`src/hw/rtl/scmt_pkg.sv`:
```
package scmt_pkg;

    // line geometry
    localparam int MAX_LINE = 4096;
    localparam int POS_W    = 12;
    localparam int LEN_W    = POS_W + 1;
    localparam logic [POS_W-1:0] POS_MAX = POS_W'(MAX_LINE - 1);

    // character codes
    localparam logic [7:0] CH_PIPE   = 8'h7C;
    localparam logic [7:0] CH_LT     = 8'h3C;
    localparam logic [7:0] CH_GT     = 8'h3E;
    localparam logic [7:0] CH_SPACE  = 8'h20;
    localparam logic [7:0] CH_TAB    = 8'h09;
    localparam logic [7:0] CH_SQUOTE = 8'h27;
    localparam logic [7:0] CH_DQUOTE = 8'h22;

    // quote kind codes
    localparam logic [1:0] QK_NONE   = 2'd0;
    localparam logic [1:0] QK_SINGLE = 2'd1;
    localparam logic [1:0] QK_DOUBLE = 2'd2;

    // record buffer geometry
    localparam int REC_SLOTS  = 3;
    localparam int FIFO_DEPTH = 4;
    localparam int FIFO_PTR_W = 2;
    localparam int FIFO_CNT_W = 3;

    typedef enum logic [2:0] {
        KIND_WORD      = 3'd0,
        KIND_PIPE      = 3'd1,
        KIND_HEREDOC   = 3'd2,
        KIND_APPEND    = 3'd3,
        KIND_REDIR_IN  = 3'd4,
        KIND_REDIR_OUT = 3'd5,
        KIND_EOL       = 3'd6
    } kind_t;

    typedef enum logic [1:0] {
        MODE_IDLE = 2'd0,
        MODE_WORD = 2'd1,
        MODE_LT   = 2'd2,
        MODE_GT   = 2'd3
    } mode_t;

    typedef struct packed {
        logic [7:0] ch;
        logic       end_of_line;
    } in_item_t;

    typedef struct packed {
        kind_t             kind;
        logic [POS_W-1:0]  start_res;
        logic [LEN_W-1:0]  length;
        logic [1:0]        quote_kind;
        logic              run_last;
    } out_item_t;

    typedef struct packed {
        logic [1:0]                     cnt;
        out_item_t [REC_SLOTS-1:0]      rec;
    } rec_batch_t;

endpackage

```
`src/hw/rtl/scmt_lexer.sv`:
```
module scmt_lexer (
    input  logic                 aclk,
    input  logic                 aresetn,
    input  logic                 in_en,
    input  scmt_pkg::in_item_t   in_item,
    output scmt_pkg::rec_batch_t batch
);

    localparam int POS_W = scmt_pkg::POS_W;
    localparam int LEN_W = scmt_pkg::LEN_W;

    scmt_pkg::mode_t  mode_reg, mode_next, mode_mid;
    logic [POS_W-1:0] pos_reg, pos_next, pos_sat;
    logic [POS_W-1:0] tok_reg, tok_next, tok_mid;
    logic             sq_reg, sq_next, sq_mid;
    logic             dq_reg, dq_next, dq_mid;
    logic [1:0]       fq_reg, fq_next, fq_mid;

    logic [7:0] c;
    logic       eol;
    logic       is_sep, is_pipe, is_lt, is_gt, is_sq, is_dq;
    logic       pend, op_match, word_brk, run_idle;

    scmt_pkg::out_item_t [2:0] cand;
    logic [2:0]                cand_v;

    assign c   = in_item.ch;
    assign eol = in_item.end_of_line;

    assign is_sep  = (c == scmt_pkg::CH_SPACE) || (c == scmt_pkg::CH_TAB);
    assign is_pipe = (c == scmt_pkg::CH_PIPE);
    assign is_lt   = (c == scmt_pkg::CH_LT);
    assign is_gt   = (c == scmt_pkg::CH_GT);
    assign is_sq   = (c == scmt_pkg::CH_SQUOTE);
    assign is_dq   = (c == scmt_pkg::CH_DQUOTE);

    assign pend     = (mode_reg == scmt_pkg::MODE_LT) || (mode_reg == scmt_pkg::MODE_GT);
    assign op_match = ((mode_reg == scmt_pkg::MODE_LT) && is_lt)
                   || ((mode_reg == scmt_pkg::MODE_GT) && is_gt);
    assign word_brk = (mode_reg == scmt_pkg::MODE_WORD) && !sq_reg && !dq_reg
                   && (is_sep || is_pipe || is_lt || is_gt);
    assign run_idle = (mode_reg == scmt_pkg::MODE_IDLE) || (pend && !op_match) || word_brk;

    assign pos_sat = (pos_reg == scmt_pkg::POS_MAX) ? scmt_pkg::POS_MAX
                                                    : pos_reg + POS_W'(1);

    // next state
    always_comb begin
        mode_mid = mode_reg;
        tok_mid  = tok_reg;
        sq_mid   = sq_reg;
        dq_mid   = dq_reg;
        fq_mid   = fq_reg;
        case (mode_reg)
            scmt_pkg::MODE_WORD: begin
                if (is_sq && !dq_reg) begin
                    sq_mid = !sq_reg;
                    if (fq_reg == scmt_pkg::QK_NONE) begin
                        fq_mid = scmt_pkg::QK_SINGLE;
                    end
                end else if (is_dq && !sq_reg) begin
                    dq_mid = !dq_reg;
                    if (fq_reg == scmt_pkg::QK_NONE) begin
                        fq_mid = scmt_pkg::QK_DOUBLE;
                    end
                end
            end
            scmt_pkg::MODE_LT, scmt_pkg::MODE_GT: begin
                mode_mid = scmt_pkg::MODE_IDLE;
            end
            default: begin
            end
        endcase
        if (run_idle) begin
            mode_mid = scmt_pkg::MODE_IDLE;
            sq_mid   = 1'b0;
            dq_mid   = 1'b0;
            fq_mid   = scmt_pkg::QK_NONE;
            if (is_lt) begin
                mode_mid = scmt_pkg::MODE_LT;
                tok_mid  = pos_reg;
            end else if (is_gt) begin
                mode_mid = scmt_pkg::MODE_GT;
                tok_mid  = pos_reg;
            end else if (!is_sep && !is_pipe) begin
                // word starts, opening quote counts at once
                mode_mid = scmt_pkg::MODE_WORD;
                tok_mid  = pos_reg;
                sq_mid   = is_sq;
                dq_mid   = is_dq;
                fq_mid   = is_sq ? scmt_pkg::QK_SINGLE
                         : (is_dq ? scmt_pkg::QK_DOUBLE : scmt_pkg::QK_NONE);
            end
        end
        if (eol) begin
            mode_next = scmt_pkg::MODE_IDLE;
            pos_next  = '0;
            tok_next  = '0;
            sq_next   = 1'b0;
            dq_next   = 1'b0;
            fq_next   = scmt_pkg::QK_NONE;
        end else begin
            mode_next = mode_mid;
            pos_next  = pos_sat;
            tok_next  = tok_mid;
            sq_next   = sq_mid;
            dq_next   = dq_mid;
            fq_next   = fq_mid;
        end
    end

    // candidate records, in emission order
    always_comb begin
        cand   = '0;
        cand_v = '0;
        // pending operator or ended word
        if (pend) begin
            cand_v[0]          = 1'b1;
            cand[0].start_res  = tok_reg;
            if (op_match) begin
                cand[0].kind   = (mode_reg == scmt_pkg::MODE_LT) ? scmt_pkg::KIND_HEREDOC
                                                                 : scmt_pkg::KIND_APPEND;
                cand[0].length = LEN_W'(2);
            end else begin
                cand[0].kind   = (mode_reg == scmt_pkg::MODE_LT) ? scmt_pkg::KIND_REDIR_IN
                                                                 : scmt_pkg::KIND_REDIR_OUT;
                cand[0].length = LEN_W'(1);
            end
        end else if (word_brk) begin
            cand_v[0]           = 1'b1;
            cand[0].kind        = scmt_pkg::KIND_WORD;
            cand[0].start_res   = tok_reg;
            cand[0].length      = {1'b0, pos_reg} - {1'b0, tok_reg};
            cand[0].quote_kind  = fq_reg;
        end
        // pipe from idle, or flush at end of line (never both)
        if (run_idle && is_pipe) begin
            cand_v[1]         = 1'b1;
            cand[1].kind      = scmt_pkg::KIND_PIPE;
            cand[1].start_res = pos_reg;
            cand[1].length    = LEN_W'(1);
        end else if (eol) begin
            cand[1].start_res = tok_mid;
            cand[1].length    = LEN_W'(1);
            case (mode_mid)
                scmt_pkg::MODE_WORD: begin
                    cand_v[1]          = 1'b1;
                    cand[1].kind       = scmt_pkg::KIND_WORD;
                    cand[1].length     = {1'b0, pos_reg} + LEN_W'(1) - {1'b0, tok_mid};
                    cand[1].quote_kind = fq_mid;
                end
                scmt_pkg::MODE_LT: begin
                    cand_v[1]    = 1'b1;
                    cand[1].kind = scmt_pkg::KIND_REDIR_IN;
                end
                scmt_pkg::MODE_GT: begin
                    cand_v[1]    = 1'b1;
                    cand[1].kind = scmt_pkg::KIND_REDIR_OUT;
                end
                default: begin
                end
            endcase
        end
        if (eol) begin
            cand_v[2]         = 1'b1;
            cand[2].kind      = scmt_pkg::KIND_EOL;
            cand[2].start_res = pos_sat;
        end
    end

    // pack valid candidates to the front, mark the last one
    always_comb begin
        batch = '0;
        for (int i = 0; i < scmt_pkg::REC_SLOTS; i++) begin
            if (cand_v[i]) begin
                batch.rec[batch.cnt] = cand[i];
                batch.cnt            = batch.cnt + 2'd1;
            end
        end
        if (batch.cnt != 2'd0) begin
            batch.rec[batch.cnt - 2'd1].run_last = 1'b1;
        end
    end

    always_ff @(posedge aclk) begin
        if (!aresetn) begin
            mode_reg <= scmt_pkg::MODE_IDLE;
            pos_reg  <= '0;
            tok_reg  <= '0;
            sq_reg   <= 1'b0;
            dq_reg   <= 1'b0;
            fq_reg   <= scmt_pkg::QK_NONE;
        end else if (in_en) begin
            mode_reg <= mode_next;
            pos_reg  <= pos_next;
            tok_reg  <= tok_next;
            sq_reg   <= sq_next;
            dq_reg   <= dq_next;
            fq_reg   <= fq_next;
        end
    end

    a_tok_behind_pos: assert property (@(posedge aclk) disable iff (!aresetn)
        (mode_reg != scmt_pkg::MODE_IDLE) |-> (tok_reg <= pos_reg))
        else $error("token start ahead of position");

    a_quotes_exclusive: assert property (@(posedge aclk) disable iff (!aresetn)
        !(sq_reg && dq_reg) && (!(sq_reg || dq_reg) || (fq_reg != scmt_pkg::QK_NONE)))
        else $error("quote flags inconsistent");

    a_pending_clean: assert property (@(posedge aclk) disable iff (!aresetn)
        ((mode_reg == scmt_pkg::MODE_LT) || (mode_reg == scmt_pkg::MODE_GT))
        |-> (!sq_reg && !dq_reg && (fq_reg == scmt_pkg::QK_NONE)))
        else $error("pending operator carries quote state");

endmodule

```
`src/hw/rtl/scmt_rec_fifo.sv`:
```
module scmt_rec_fifo (
    input  logic                 aclk,
    input  logic                 aresetn,
    input  logic                 wr_en,
    input  scmt_pkg::rec_batch_t wr_batch,
    output logic                 space_ok,
    output logic                 m_valid,
    input  logic                 m_ready,
    output scmt_pkg::out_item_t  m_item
);

    localparam int PTR_W = scmt_pkg::FIFO_PTR_W;
    localparam int CNT_W = scmt_pkg::FIFO_CNT_W;

    scmt_pkg::out_item_t mem_reg [scmt_pkg::FIFO_DEPTH];
    logic [PTR_W-1:0]    wr_ptr_reg, wr_ptr_next;
    logic [PTR_W-1:0]    rd_ptr_reg, rd_ptr_next;
    logic [CNT_W-1:0]    count_reg, count_next;
    logic [1:0]          wr_cnt;
    logic                rd_en;

    assign wr_cnt   = wr_en ? wr_batch.cnt : 2'd0;
    assign rd_en    = m_valid && m_ready;
    // room for a full batch of three
    assign space_ok = (count_reg <= CNT_W'(scmt_pkg::FIFO_DEPTH - scmt_pkg::REC_SLOTS));
    assign m_valid  = (count_reg != '0);
    assign m_item   = mem_reg[rd_ptr_reg];

    assign wr_ptr_next = wr_ptr_reg + PTR_W'(wr_cnt);
    assign rd_ptr_next = rd_ptr_reg + PTR_W'(rd_en);
    assign count_next  = count_reg + CNT_W'(wr_cnt) - CNT_W'(rd_en);

    always_ff @(posedge aclk) begin
        for (int i = 0; i < scmt_pkg::REC_SLOTS; i++) begin
            if (2'(i) < wr_cnt) begin
                mem_reg[wr_ptr_reg + PTR_W'(i)] <= wr_batch.rec[i];
            end
        end
    end

    always_ff @(posedge aclk) begin
        if (!aresetn) begin
            wr_ptr_reg <= '0;
            rd_ptr_reg <= '0;
            count_reg  <= '0;
        end else begin
            wr_ptr_reg <= wr_ptr_next;
            rd_ptr_reg <= rd_ptr_next;
            count_reg  <= count_next;
        end
    end

    a_no_overflow: assert property (@(posedge aclk) disable iff (!aresetn)
        count_reg <= CNT_W'(scmt_pkg::FIFO_DEPTH))
        else $error("record buffer overflow");

    a_ptr_gap: assert property (@(posedge aclk) disable iff (!aresetn)
        (count_reg != CNT_W'(scmt_pkg::FIFO_DEPTH))
        |-> (PTR_W'(count_reg) == PTR_W'(wr_ptr_reg - rd_ptr_reg)))
        else $error("pointers disagree with count");

    a_newest_last: assert property (@(posedge aclk) disable iff (!aresetn)
        (count_reg != '0) |-> mem_reg[wr_ptr_reg - PTR_W'(1)].run_last)
        else $error("newest record not closing its item");

endmodule

```
`src/hw/rtl/shell_command_tokenizer.sv`:
```
// command-line tokenizer, one byte of the line per input item
// input channel s_*: item carries ch (never zero) and end_of_line, which
//   marks the last byte of a line
// result channel m_*: token records (kind, start_res, length, quote_kind);
//   run_last is set on the final record caused by one input byte
// a byte can cause zero to three records: words end on an unquoted space,
//   tab or operator, '<' and '>' wait one byte to see '<<' or '>>', and the
//   last byte of a line flushes any open token and adds an end-of-line record
// a byte's records are registered in the record buffer when the byte is taken
// throughput: one byte per cycle while each byte gives at most one record
//   and m_ready is high; a byte giving several records hands them out one at
//   a time through the single read port of the four-entry record buffer
// s_ready is high while at most one record waits, so bytes keep flowing when
//   the receiver takes records as they come
// when m_ready is low, records collect in the buffer and s_ready drops once
//   a further byte could overflow it; nothing is dropped
// reset (aresetn low, synchronous): lexer returns to idle at offset zero and
//   the record buffer empties
module shell_command_tokenizer (
    input  logic                aclk,
    input  logic                aresetn,
    input  logic                s_valid,
    output logic                s_ready,
    input  scmt_pkg::in_item_t  s_item,
    output logic                m_valid,
    input  logic                m_ready,
    output scmt_pkg::out_item_t m_item
);

    logic                 s_accept;
    logic                 space_ok;
    scmt_pkg::rec_batch_t batch;

    // byte taken only when the buffer has room for a full batch
    assign s_ready  = space_ok;
    assign s_accept = s_valid && s_ready;

    // token state and per-byte record build
    scmt_lexer u_lexer (
        .aclk    (aclk),
        .aresetn (aresetn),
        .in_en   (s_accept),
        .in_item (s_item),
        .batch   (batch)
    );

    // record buffer, doubles as the output register
    scmt_rec_fifo u_rec_fifo (
        .aclk     (aclk),
        .aresetn  (aresetn),
        .wr_en    (s_accept),
        .wr_batch (batch),
        .space_ok (space_ok),
        .m_valid  (m_valid),
        .m_ready  (m_ready),
        .m_item   (m_item)
    );

endmodule
```
`config.mk`:
```
export PLATFORM = sky130hd
export DESIGN_NAME = shell_command_tokenizer
export DESIGN_NICKNAME = d
export VERILOG_FILES = /design/src/hw/rtl/scmt_pkg.sv /design/src/hw/rtl/scmt_lexer.sv /design/src/hw/rtl/scmt_rec_fifo.sv /design/src/hw/rtl/shell_command_tokenizer.sv
export SDC_FILE = /design/constraint.sdc
export NUM_CORES = 1
export LEC_CHECK = 0
export ABC_AREA = 1
export BUFFER_PORTS_ARGS = -buffer_cell sky130_fd_sc_hd__buf_2
export CORE_MARGIN = 4
export CORE_UTILIZATION = 45
export CTS_CLUSTER_SIZE = 25
export DETAILED_ROUTE_END_ITERATION = 12
export GPL_TIMING_DRIVEN = 0
export PLACE_DENSITY = 0.71
export SLEW_MARGIN = 40
export SYNTH_ARGS = -nofsm -noshare
export SYNTH_HDL_FRONTEND = slang
export SYNTH_SLANG_ARGS = --single-unit
```
`constraint.sdc`:
```
create_clock -name aclk -period 12.55 [get_ports aclk]
set_clock_uncertainty 0.2 [all_clocks]
set_input_delay 1.255 -clock aclk [delete_from_list [all_inputs] [get_ports aclk]]
set_output_delay 1.255 -clock aclk [all_outputs]
set_load 0.02 [all_outputs]
```
After elaboration in Yosys (flattened, before gate mapping)

Memory sizes are Yosys's and may differ from the RTL's. A register that Yosys moved wholly into a read port is not among the register bits.
Index checks and enable logic that the tools add are counted.

Eq/ne operators: 15
Mux-type cells: 81
Reduce and logical (&&, ||, !) cells: 39
Add/subtract/negate cells: 13
Order comparisons: 10

Operators with widths:

| cell                                                                   | number |
|---|---|
| 93-bit bitwise mux                                                     | 3 |
| 95-bit 2-to-1 mux                                                      | 2 |
| 31-bit demux with 2-bit select                                         | 3 |
| 31-bit 2-to-1 mux                                                      | 3 |
| 93-bit 2-to-1 mux                                                      | 1 |
| 12-bit 2-to-1 mux                                                      | 7 |
| 28-bit 2-to-1 mux                                                      | 2 |
| 2-bit 2-to-1 mux                                                       | 22 |
| 8-bit by 6-bit equality test with 1-bit output (second input constant) | 5 |
| 1-bit 2-to-1 mux                                                       | 32 |
| 15-bit 2-to-1 mux                                                      | 2 |
| 30-bit 2-to-1 mux                                                      | 1 |
| 27-bit 2-to-1 mux                                                      | 1 |
| 1-bit logical AND                                                      | 15 |
| 12-bit by 1-bit adder with 13-bit output (second input constant)       | 1 |
| 12-bit by 12-bit subtractor with 13-bit output                         | 1 |
| 13-bit by 12-bit subtractor with 13-bit output                         | 1 |
| 12-bit by 1-bit adder with 12-bit output (second input constant)       | 1 |
| 12-bit equality test (second input constant)                           | 1 |
| 3-bit nonzero test                                                     | 4 |
| 2-bit equality test (second input constant)                            | 4 |
| 8-bit by 4-bit equality test with 1-bit output (second input constant) | 1 |
| 8-bit by 7-bit equality test with 1-bit output (second input constant) | 1 |
| 1-bit logical OR                                                       | 8 |
| other kinds (26)                                                       | 36 |

Output and inout port bits: 33
Flip-flop bits (word level): 37
Memory bits (writable): 124
Memories kept: 1
Input port bits: 13
Logic and storage cells: 168

Memory list:

| name               | depth | bits a word | read ports | clocked after Yosys merged registers in | wr ports | line                | RTL |
|---|---|---|---|---|---|---|---|
| u_rec_fifo.mem_reg | 4     | 31          | 1          | 1                                       | 3        | scmt_rec_fifo.sv:15 | `scmt_pkg::out_item_t mem_reg [scmt_pkg::FIFO_DEPTH];` |

Longest topological paths before layout

Depth after elaboration: 28
Mapped depth: 29
Gate-level depth less buffers: 27

By module

A second synthesis with hierarchy kept.

Cell total of the unflattened synthesis: 1802
Area total of the unflattened synthesis: 12756.0 µm²

By module, submodules not included:

| module                  | cells each | sequential area each (µm²) | area each (µm²) | instances |
|---|---|---|---|---|
| scmt_rec_fifo           | 1023       | 3863.7                     | 8126.5          | 1 |
| scmt_lexer              | 777        | 600.6                      | 4621.9          | 1 |
| shell_command_tokenizer | 2          | 0.0                        | 7.5             | 1 |

Worst setup path before layout

OpenSTA, ideal clock, no wires.

Path type: input-to-reg
Start point: input s_item[8] in the netlist's numbering
End point: memory u_rec_fifo.mem_reg[0][0] in the netlist's numbering, enable pin
Path buffers: 1
Path slack: 4793 ps
Arrival time: 7029 ps
Required time: 11822 ps
Stages: 20
Setup time: 528 ps
Path through: inv_1 -> nand2_1 -> nor2_1 -> nand2_1 -> nand4_1 -> nand2_2 -> nand2_4 -> nand2_1 -> nand2_1 -> inv_2 -> nand2_4 -> buf_4 -> ha_1 -> nand2_2 -> inv_2 -> nor2_2 -> inv_1 -> nor2_1 -> nor2_1 -> o311ai_0

RTL lines:

| item            | line                          | RTL |
|---|---|---|
| start, declared | shell_command_tokenizer.sv:24 | `input scmt_pkg::in_item_t s_item,` |
| end, declared   | scmt_rec_fifo.sv:15           |  |

==> impl_metrics.env <==
export IMPL_outcome="finished clean"
export IMPL_grt_usage=0.267
export IMPL_hold_viol=0
export IMPL_start_kind="primary input"
export IMPL_fillers=2394
export IMPL_hold_buffers=0
export IMPL_grt_pass1_vias=10400
export IMPL_synth_seq_area_share=0.399
export IMPL_synth_edf_count=124
export IMPL_ctsLongestPathBuffers=2
export IMPL_clkTransAtPathRegs_ns=0.07
export IMPL_yosysWarningCount=0
export IMPL_worst_slew_pin_transition_ns=0.765
export IMPL_drive_gt1_frac=0.101
export IMPL_max_clock_freq_mhz=172
export IMPL_cts_tree="built"
export IMPL_tns_ns=0
export IMPL_multi_input_area_mm2=0.00582
export IMPL_cpMostUsedCell="nor2_1"
export IMPL_p_int_mw=1.24
export IMPL_swShare=0.408
export IMPL_setup_viol=0
export IMPL_areaGrowthSynthToFinish_pct=12.8
export IMPL_h_tree_depth=4
export IMPL_peakVddDrop_v=0.000103
export IMPL_critical_path_class="primary input to flop"
export IMPL_io_pins=46
export IMPL_timing_rr_end="u_rec_fifo.mem_reg[0][18]$_DFFE_PP_"
export IMPL_clk_latency_ns=0.44
export IMPL_drt_total_wl_mm=38.1
export IMPL_io_buffers=45
export IMPL_grt_max_degree=17
export IMPL_cp_slowest_cell="nor2_1"
export IMPL_dr_pass1_iters=6
export IMPL_endpoint_kind="flop"
export IMPL_syn_nets=1596
export IMPL_gp_congestion=0.967
export IMPL_seq_power_share=0.332
export IMPL_maxSlewHeadroom=0.488
export IMPL_cts_setup_buffers=0
export IMPL_fin_util=0.518
export IMPL_r2r_start="u_lexer.mode_reg[1]$_SDFFE_PN0P_"
export IMPL_required_ns=12.49
export IMPL_arrival_ns=5.74
export IMPL_drv_cap=0
export IMPL_rsz0062_at_grt="false"
export IMPL_synthArstFlopShare=0
export IMPL_globalRouteOverflowTotal=0
export IMPL_switchingPower_mw=0.855
export IMPL_nets=1677
export IMPL_synth_cell_types=45
export IMPL_worstHoldStart="u_lexer.fq_reg[0]$_SDFFE_PN0P_"
export IMPL_grt_pass1_wl_mm=58.4
export IMPL_seqCellArea_mm2=0.00446
export IMPL_p_per_area_mw_per_mm2=166
export IMPL_fp_coreArea_mm2=0.0244
export IMPL_vias_per_cell=5.84
export IMPL_reg2regPathDepth=26
export IMPL_p_leak_nw=5.49
export IMPL_setup_worst_path_start="s_item[1]"
export IMPL_period_share=0.462
export IMPL_synth_ff_latch_count=161
export IMPL_rows=57
export IMPL_largest_reg_flops=124
export IMPL_initialDrtViolationCount=1478
export IMPL_synth_area_per_cell_um2=7.30
export IMPL_vias=11400
export IMPL_cp_max_fo=11
export IMPL_hold_class="flop to flop"
export IMPL_routedWlPerCell_um=19.5
export IMPL_die_y_um=166
export IMPL_numClockSinks=161
export IMPL_diodes=0
export IMPL_worstHoldPathCells=2
export IMPL_cts_root_buffer="clkbuf_16"
export IMPL_slew_violations=0
export IMPL_finalCriticalPeriod_ns=5.80
export IMPL_netlist_instances=1535
export IMPL_syn_area_mm2=0.0112
export IMPL_power_clock_fraction=0.269
export IMPL_cts_resized=0
export IMPL_start_util=0.459
export IMPL_die_area_mm2=0.0275
export IMPL_die_x_um=166
export IMPL_cts_buffers=17
export IMPL_min_to="u_lexer.fq_reg[0]$_SDFFE_PN0P_"
export IMPL_synth_ff_type="edfxtp_1"
export IMPL_grt_antenna_before_repair=0
export IMPL_hpwlAfterDp_mm=29.8
export IMPL_combPwrFrac=0.398
export IMPL_drc=0
export IMPL_slowest_delay_ns=0.34
export IMPL_drtAntennaViolNets=0
export IMPL_regToRegSetupSlack_ns=7.25
## final cells by class
class                   instances  share of cell area
repair buffers                 62              0.0295
well taps                     324              0.0321
plain buffers                  87              0.0301
multi-input cells            1138               0.461
clock inverters                14              0.0155
inverters                     149              0.0443
flip-flops and latches        161               0.354
clock buffers                  17              0.0337
## metrics by stage
| stage | power (mW) | instances | hold slack [ns] | worst slack (ns) | area (um2) |
|---|---|---|---|---|---|
| after floorplan | 1.24 | 1535 | 0.245 | 4.79 | 11200 |
| after global placement | 1.50 | 1904 | 0.258 | 1.69 | 11800 |
| after detailed placement | 1.52 | 1921 | 0.268 | 6.44 | 12000 |
| after CTS | 2.08 | 1952 | 0.278 | 6.88 | 12600 |
| after global routing | 2.20 | 1952 | 0.298 | 6.45 | 12600 |
| final | 2.10 | 1952 | 0.287 | 6.75 | 12600 |
## worst max path at each step
stage	end
floorplan	u_rec_fifo.mem_reg[0][0]$_DFFE_PP_
CTS	u_rec_fifo.mem_reg[0][20]$_DFFE_PP_
global route	u_rec_fifo.mem_reg[0][18]$_DFFE_PP_
global placement	u_rec_fifo.mem_reg[0][27]$_DFFE_PP_
finish	u_rec_fifo.mem_reg[0][18]$_DFFE_PP_
detailed placement	u_rec_fifo.mem_reg[0][27]$_DFFE_PP_
## synthesized netlist by cell type, types with 4 or more instances
library cell  instances  area share
dfxtp_1              37       0.066
a21o_1                4      0.0027
a31oi_1               5      0.0028
buf_2                20      0.0089
nand4_1               9      0.0050
o22ai_1              79       0.044
nor2_1              143       0.048
inv_2                11      0.0037
ha_1                 45       0.050
nor3_1                6      0.0027
xor2_1               15       0.012
nand2_2               9      0.0050
nand3_1              93       0.042
nand2_4               5      0.0050
clkbuf_1             59       0.020
inv_1               135       0.045
edfxtp_1            124        0.33
a21oi_1             138       0.062
o21ai_1              24       0.011
o21ai_0             126       0.056
nor2_2                6      0.0034
o221ai_1              5      0.0039
nand2_1             385        0.13
xnor2_1              11      0.0086
## kinds of logic (layout without fill, tap and decap cells)
| kind of cell | Yosys count | count (layout) | synth area share |
|---|---|---|---|
| simple gates | 668 | 668 | 0.249 |
| fa+ha+maj | 48 | 48 | 0.0556 |
| flops | 161 | 161 | 0.399 |
| xor+xnor | 26 | 26 | 0.0203 |
| buf+inv | 236 | 329 | 0.0839 |
| compound gates | 396 | 396 | 0.193 |
## per-layer routing
layer  track usage  wire (um)  vias up
met3        0.0521       3830       79
met1         0.371      15900     5208
li1              -          -     5385
met5             0          0        -
met4        0.0681        935        0
met2         0.431      17400      721
## power by group through the flow
stage / logic (mW) / registers (mW) / clock network [mW]
floorplan: 0.537 / 0.703 / 0
global placement: 0.784 / 0.716 / 0
detailed placement: 0.818 / 0.707 / 0
CTS: 0.822 / 0.696 / 0.566
global route: 0.906 / 0.702 / 0.589
finish: 0.834 / 0.697 / 0.565
## cells in the final DEF, fill, tap and decap left out, types with 4 or more instances in the layout
master / instances
inv_1: 135
xor2_1: 15
inv_2: 11
dfxtp_1: 37
buf_4: 7
nand3_1: 93
a31oi_1: 5
xnor2_1: 11
inv_8: 5
nand2_4: 5
a21o_1: 4
o22ai_1: 79
buf_2: 74
nor3_1: 6
nor2_2: 6
nand2_2: 9
clkbuf_16: 17
nand2_1: 385
clkbuf_1: 59
o221ai_1: 5
o21ai_0: 124
edfxtp_1: 124
nand4_1: 9
ha_1: 45
a21oi_1: 138
o21ai_1: 24
nor2_1: 143
## critical path, delay by kind of cell
family / cells / cell delay, ns
buffers and inverters: 12 / 1.80
AOI/OAI and AO/OA: 1 / 0.28
and+or+nand+nor: 14 / 2.06
adders and majority gates: 1 / 0.33
(Power assumes the default switching activity.)
